$ cat config.mk
export PLATFORM = sky130hd
export DESIGN_NAME = kwm_cell
export DESIGN_NICKNAME = d
export VERILOG_FILES = /design/src/sv/kwm_pkg.sv /design/src/sv/kwm_cell.sv
export SDC_FILE = /design/constraint.sdc
export NUM_CORES = 1
export LEC_CHECK = 0
export BUFFER_PORTS_ARGS = -buffer_cell sky130_fd_sc_hd__buf_2
export CAP_MARGIN = 15
export CORE_MARGIN = 5
export CORE_UTILIZATION = 30
export DETAILED_ROUTE_END_ITERATION = 7
export SLEW_MARGIN = 15
export SYNTH_ARGS = -nofsm -noshare
export SYNTH_HDL_FRONTEND = slang
export SYNTH_SLANG_ARGS = --single-unit
$ cat constraint.sdc
create_clock -name clk -period 2.35 [get_ports clk]
set_clock_uncertainty 0.15 [all_clocks]
set_input_delay 0.1175 -clock clk [delete_from_list [all_inputs] [get_ports clk]]
set_output_delay 0.1175 -clock clk [all_outputs]
set_load 0.01 [all_outputs]
$ cat src/sv/kwm_pkg.sv
// Package for the k-way sorted merge: sizes, word types, cell interface, FSM states.
package kwm_pkg;

    // Sizes
    localparam int MAX_LISTS = 16;
    localparam int MAX_LEN   = 16;
    localparam int LIST_W    = $clog2(MAX_LISTS);
    localparam int LEN_W     = $clog2(MAX_LEN + 1);
    localparam int DEPTH     = MAX_LISTS * MAX_LEN;
    localparam int ADDR_W    = $clog2(DEPTH);
    localparam int REM_W     = $clog2(DEPTH + 1);
    localparam int CNT_W     = (LIST_W > 0) ? LIST_W : 1;
    localparam int VAL_W     = 32;

    // Command codes
    localparam logic CMD_LOAD = 1'b0;
    localparam logic CMD_POP  = 1'b1;

    // Input word
    typedef struct packed {
        logic                    cmd;
        logic [3:0]              list_index;
        logic signed [VAL_W-1:0] value;
    } req_t;

    // Result word
    typedef struct packed {
        logic signed [VAL_W-1:0] merged_value;
        logic                    empty_res;
        logic                    last;
    } rsp_t;

    // Running minimum handed from cell to cell
    typedef struct packed {
        logic                    found;
        logic [LIST_W-1:0]       idx;
        logic signed [VAL_W-1:0] val;
    } token_t;

    // Per-cell control from the sequencer
    typedef struct packed {
        logic                    clear;
        logic                    load;
        logic                    advance;
        logic                    head_wr;
        logic signed [VAL_W-1:0] head_val;
    } cell_ctl_t;

    // Per-cell status back to the sequencer
    typedef struct packed {
        logic [LEN_W-1:0] len;
        logic [LEN_W-1:0] rp;
    } cell_stat_t;

    typedef enum logic [1:0] {
        ST_IDLE,
        ST_SCAN,
        ST_RESULT,
        ST_FILL
    } state_t;

endpackage

$ cat src/sv/kwm_cell.sv
// One list cell: length, read pointer, cached head, and one stage of the minimum chain.
module kwm_cell
    import kwm_pkg::*;
(
    input  logic              clk,
    input  logic              rst_n,
    input  logic [LIST_W-1:0] cell_id,
    input  cell_ctl_t         ctl,
    input  token_t            tok_in,
    output token_t            tok_out,
    output cell_stat_t        stat
);

    logic [LEN_W-1:0]        len_reg, len_next;
    logic [LEN_W-1:0]        rp_reg, rp_next;
    logic signed [VAL_W-1:0] head_reg;
    token_t                  tok_reg, tok_next;
    logic [LEN_W-1:0]        eff_len, eff_rp;
    logic                    has_elem;

    // List bookkeeping; a set clear wipes length and pointer
    always_comb
    begin
        eff_len  = ctl.clear ? '0 : len_reg;
        eff_rp   = ctl.clear ? '0 : rp_reg;
        len_next = ctl.load ? eff_len + LEN_W'(1) : eff_len;
        rp_next  = ctl.advance ? eff_rp + LEN_W'(1) : eff_rp;
    end

    // Compare own head against the incoming minimum; ties keep the lower list
    always_comb
    begin
        has_elem = (rp_reg < len_reg);
        tok_next = tok_in;
        if (has_elem && (!tok_in.found || (head_reg < tok_in.val)))
        begin
            tok_next.found = 1'b1;
            tok_next.idx   = cell_id;
            tok_next.val   = head_reg;
        end
    end

    always_ff @(posedge clk or negedge rst_n)
    begin
        if (!rst_n)
        begin
            len_reg <= '0;
            rp_reg  <= '0;
            tok_reg <= '0;
        end
        else
        begin
            len_reg <= len_next;
            rp_reg  <= rp_next;
            tok_reg <= tok_next;
        end
    end

    // Head cache
    always_ff @(posedge clk)
    begin
        if (ctl.head_wr)
        begin
            head_reg <= ctl.head_val;
        end
    end

    assign tok_out  = tok_reg;
    assign stat.len = len_reg;
    assign stat.rp  = rp_reg;

endmodule

### Word-level counts from Yosys, hierarchy flattened

Cells that the tools add are included.
Widths: inputs -> output; s select.

* register bits: 79
* input port bits: 79
* output and inout bits: 47

* mux-type cells: 5
* reduce and logical (&&, ||, !) cells: 3
* add/sub/neg operators: 2
* order comparisons: 2

Operator list (count)
* $mux 37: 1
* $lt 32x32->1: 1
* $mux 5: 4
* $add 5x1->5 const B: 2
* $lt 5x5->1: 1
* $logic_and 1x1->1: 1
* $logic_not 1->1: 1
* $logic_or 1x1->1: 1

### Logic depth before layout (Yosys ltp)

* depth after elaboration: 4
* mapped depth: 10
* gate-level depth less buffers: 8

### Least setup slack after synthesis

Ideal clock, no wire load.

* path type: register -> register
* from: register head_reg[2]
* to: register tok_reg, in the netlist tok_out[5]
* slack: -0.074 ns
* stages on the path, launching flop included: 10
* required time: 2.062 ns
* arrival: 2.136 ns
* period minus slack after synthesis: 2.424 ns
* path buffers: 2
* cell sequence: edfxtp_1 > ha_1 > a211o_1 > a31oi_1 > o221ai_2 > a2111oi_4 > o211a_1 > buf_6 > buf_12 > o221ai_2

RTL lines
* start: declaration: RTL line kwm_cell.sv:16 `logic signed [VAL_W-1:0] head_reg;`
* start signal: assignment: RTL line kwm_cell.sv:64 `head_reg <= ctl.head_val;`
* end signal: assignment: RTL line kwm_cell.sv:55 `tok_reg <= tok_next;`
* end: declaration: RTL line kwm_cell.sv:17 `token_t tok_reg, tok_next;`

==> results.sh <==
export IMPL_yosys_top_cells_count="72 x a22oi_1, 47 x dfrtp_1, 46 x a21oi_1"
export IMPL_async_flop_share_pct=59.5
export IMPL_worst_r2r_setup_slack_ns=-0.23
export IMPL_fmax_mhz=387
export IMPL_fin_crit_ns=2.58
export IMPL_grt_pass1_vias=5093
export IMPL_ys_types=47
export IMPL_cts_clk_slew_worst_paths_ns=0.06
export IMPL_critPathMaxFanout=17
export IMPL_crit_family="compound AO/OA/AOI/OAI gates"
export IMPL_drtIter0Drc=359
export IMPL_synth_area_um2=5100
export IMPL_num_fill_cells=1572
export IMPL_syn_avg_cell_area_um2=11.3
export IMPL_critPathCaptureType="flop"
export IMPL_die_w_um=140
export IMPL_area_growth_pct=43.7
export IMPL_synthFlopType="dfrtp_1"
export IMPL_arrival_ns=2.70
export IMPL_synth_top_area_share_pct=23.0
export IMPL_wl_per_cell_um=17.7
export IMPL_finalNetCount=797
export IMPL_io_buffers=125
export IMPL_pwr_density_cell_nw_per_um2=746
export IMPL_clk_latency_ns=0.35
export IMPL_cp_start_kind="flop"
export IMPL_slew_violations=0
export IMPL_hp_class="primary input to flop"
export IMPL_rr_startpoint="head_reg[2]$_DFFE_PP_"
export IMPL_cts_inserted_buffers=9
export IMPL_yosysSeqAreaShare_pct=41.9
export IMPL_fin_util_pct=44.1
export IMPL_cp_cell_sequence="ha_4 -> a211o_1 -> a31oi_2 -> o221ai_2 -> a2111oi_4 -> buf_4 -> o21ai_4 -> buf_12 -> o221ai_2"
export IMPL_grt_max_degree=34
export IMPL_synth_edf_count=32
export IMPL_ios=126
export IMPL_ys_ff_latch=79
export IMPL_tritoncts="done"
export IMPL_yosys_top_cells_area="dfrtp_1 23%, edfxtp_1 19%, a22oi_1 11%"
export IMPL_num_rows=47
export IMPL_start_util_pct=30.7
export IMPL_drt_total_wl_mm=16.0
export IMPL_critPathMaxStageDelay_ns=0.44
export IMPL_hold_end="tok_out[32]$_DFF_PN0_"
export IMPL_worstReg2RegEnd="tok_out[35]$_DFF_PN0_"
export IMPL_path_buf_inv=2
export IMPL_p_leak_nw=3.07
export IMPL_drc=0
export IMPL_min_delay_path_depth=3
export IMPL_run_status="finished with violations"
export IMPL_vias=4715
export IMPL_place_congestion=0.822
export IMPL_final_area_um2=7330
export IMPL_grt_antenna_before_repair=0
export IMPL_core_um2=16600
export IMPL_synth_warnings=0
export IMPL_largest_reg_flops=37
export IMPL_worst_slew_pin_slew_ns=0.804
export IMPL_timing_final_crit_share_pct=110
export IMPL_viasPerCell=5.20
export IMPL_die_h_um=140
export IMPL_ctsHtreeMaxLevel=3
export IMPL_worstPathRequired_ns=2.46
export IMPL_clk_path_buf_depth=2
export IMPL_cts_sinks=79
export IMPL_hold_viol_final=0
export IMPL_synth_most_common_cell="a22oi_1"
export IMPL_slew_headroom_pct=46.4
export IMPL_setup_viol=36
export IMPL_r2r_cells=9
export IMPL_num_antenna_cells=0
export IMPL_setup_slack_ns=-0.234
export IMPL_violations="negative setup slack"
export IMPL_gr_total_overflow=0
export IMPL_place_area_um2=6180
export IMPL_grt_setup_unrepaired="yes"
export IMPL_cts_root_buffer="clkbuf_16"
export IMPL_slowest_stage="edfxtp_1"
export IMPL_syn_num_nets=567
export IMPL_track_usage_pct=16.4
export IMPL_crit_type="flop to flop"
export IMPL_tns_ns=-7.18
export IMPL_peakVddDrop_uv=458
export IMPL_dieArea_um2=19700
export IMPL_firstDrtPassIters=6
export IMPL_synthCells=451
export IMPL_ant_nets=0
export IMPL_final_layout_size_suffix_gt1_share_pct=35.3
export IMPL_dp_hpwl_mm=11.0
export IMPL_hold_start="cell_id[0]"
export IMPL_maxCapViolCount=0
export IMPL_synth_top_area_cell="dfrtp_1"
export IMPL_cp_common_cell="o221ai_2"
export IMPL_grt_pass1_wl_mm=25.9
==> metrics by stage <==
step,cells,setup slack [ns],power (W),hold slack (ns)
after floorplan,451,-0.0742,0.00304,-0.328
after global placement,813,-0.193,0.00372,-0.0992
after detailed placement,813,-0.300,0.00377,-0.0985
after CTS,906,-0.205,0.00551,0.00102
after global routing,906,-0.376,0.00578,0.0310
final,906,-0.234,0.00547,0.00819
==> tightest hold or removal path: stages <==
cell and delay, ns:
buf_2 0.10, a22oi_1 0.09, o221ai_2 0.15
==> cell families after synthesis <==
| group | count (synthesis) | share of synthesized area (%) |
|---|---|---|
| adders and majority gates | 37 | 9.07 |
| buffers and inverters | 69 | 8.43 |
| DFF | 79 | 41.9 |
| AOI/OAI and AO/OA | 173 | 28.5 |
| and+or+nand+nor | 84 | 10.5 |
| xor gates and xnor gates | 8 | 1.37 |
| muxes | 1 | 0.221 |
==> cell type report <==
cell class	instances	area (um2)	area share, %
Tap cell	220	275	3.75
Inverter	35	131	1.79
Multi-Input combinational cell	304	2630	35.8
Timing Repair Buffer	252	1830	24.9
Sequential cell	79	2140	29.1
Clock buffer	12	258	3.51
Clock inverter	4	76.3	1.04
==> metal layers <==
layer / global-route usage, % / wire length (um) / vias to the layer above
li1: - / - / 2220
met1: 19.6 / 6430 / 2294
met2: 28.7 / 8270 / 170
met3: 3.72 / 966 / 31
met4: 6.17 / 353 / 0
met5: 0 / 0 / -
==> power breakdown <==
group,switching [W],internal [W]
combinational,0.00113,0.000916
clock,0.000579,0.000998
sequential,0.000127,0.00172
==> timing repair <==
action / CTS / global route
buffers inserted: 1 / 0
cloned: 1 / 0
resized for setup: 4 / 4
hold buffers: 75 / 0
setup endpoints to repair: 36 / 36
endpoints found under the hold margin: 125 / 0
pin swaps: 32 / 1
==> placed cells by master, fill, tap and decap left out, drive strengths merged, types with 2 or more instances in the layout <==
master,count
nor2b,5
nand3,3
xnor2,4
inv,35
nand2b,3
a211oi,4
nor2,14
dlygate4sd3,75
o21ai,3
nand2,9
a21oi,46
and4,2
dfrtp,47
buf,177
a21o,3
a22oi,72
clkbuf,12
bufinv,2
edfxtp,32
and2,2
o221ai,37
ha,37
nand4,8
xor2,4
nor3b,36
==> how the worst max path moves through the flow <==
| stage | from | endpoint | depth (start not counted) |
|---|---|---|---|
| global placement | head_reg[2]$_DFFE_PP_ | tok_out[3]$_DFF_PN0_ | 8 |
| finish | head_reg[2]$_DFFE_PP_ | tok_out[35]$_DFF_PN0_ | 9 |
| CTS | head_reg[2]$_DFFE_PP_ | tok_out[35]$_DFF_PN0_ | 9 |
| floorplan | head_reg[2]$_DFFE_PP_ | tok_out[5]$_DFF_PN0_ | 9 |
| detailed placement | len_reg[1]$_DFF_PN0_ | tok_out[9]$_DFF_PN0_ | 8 |
| global route | head_reg[2]$_DFFE_PP_ | tok_out[32]$_DFF_PN0_ | 9 |
(Power assumes the default switching activity.)
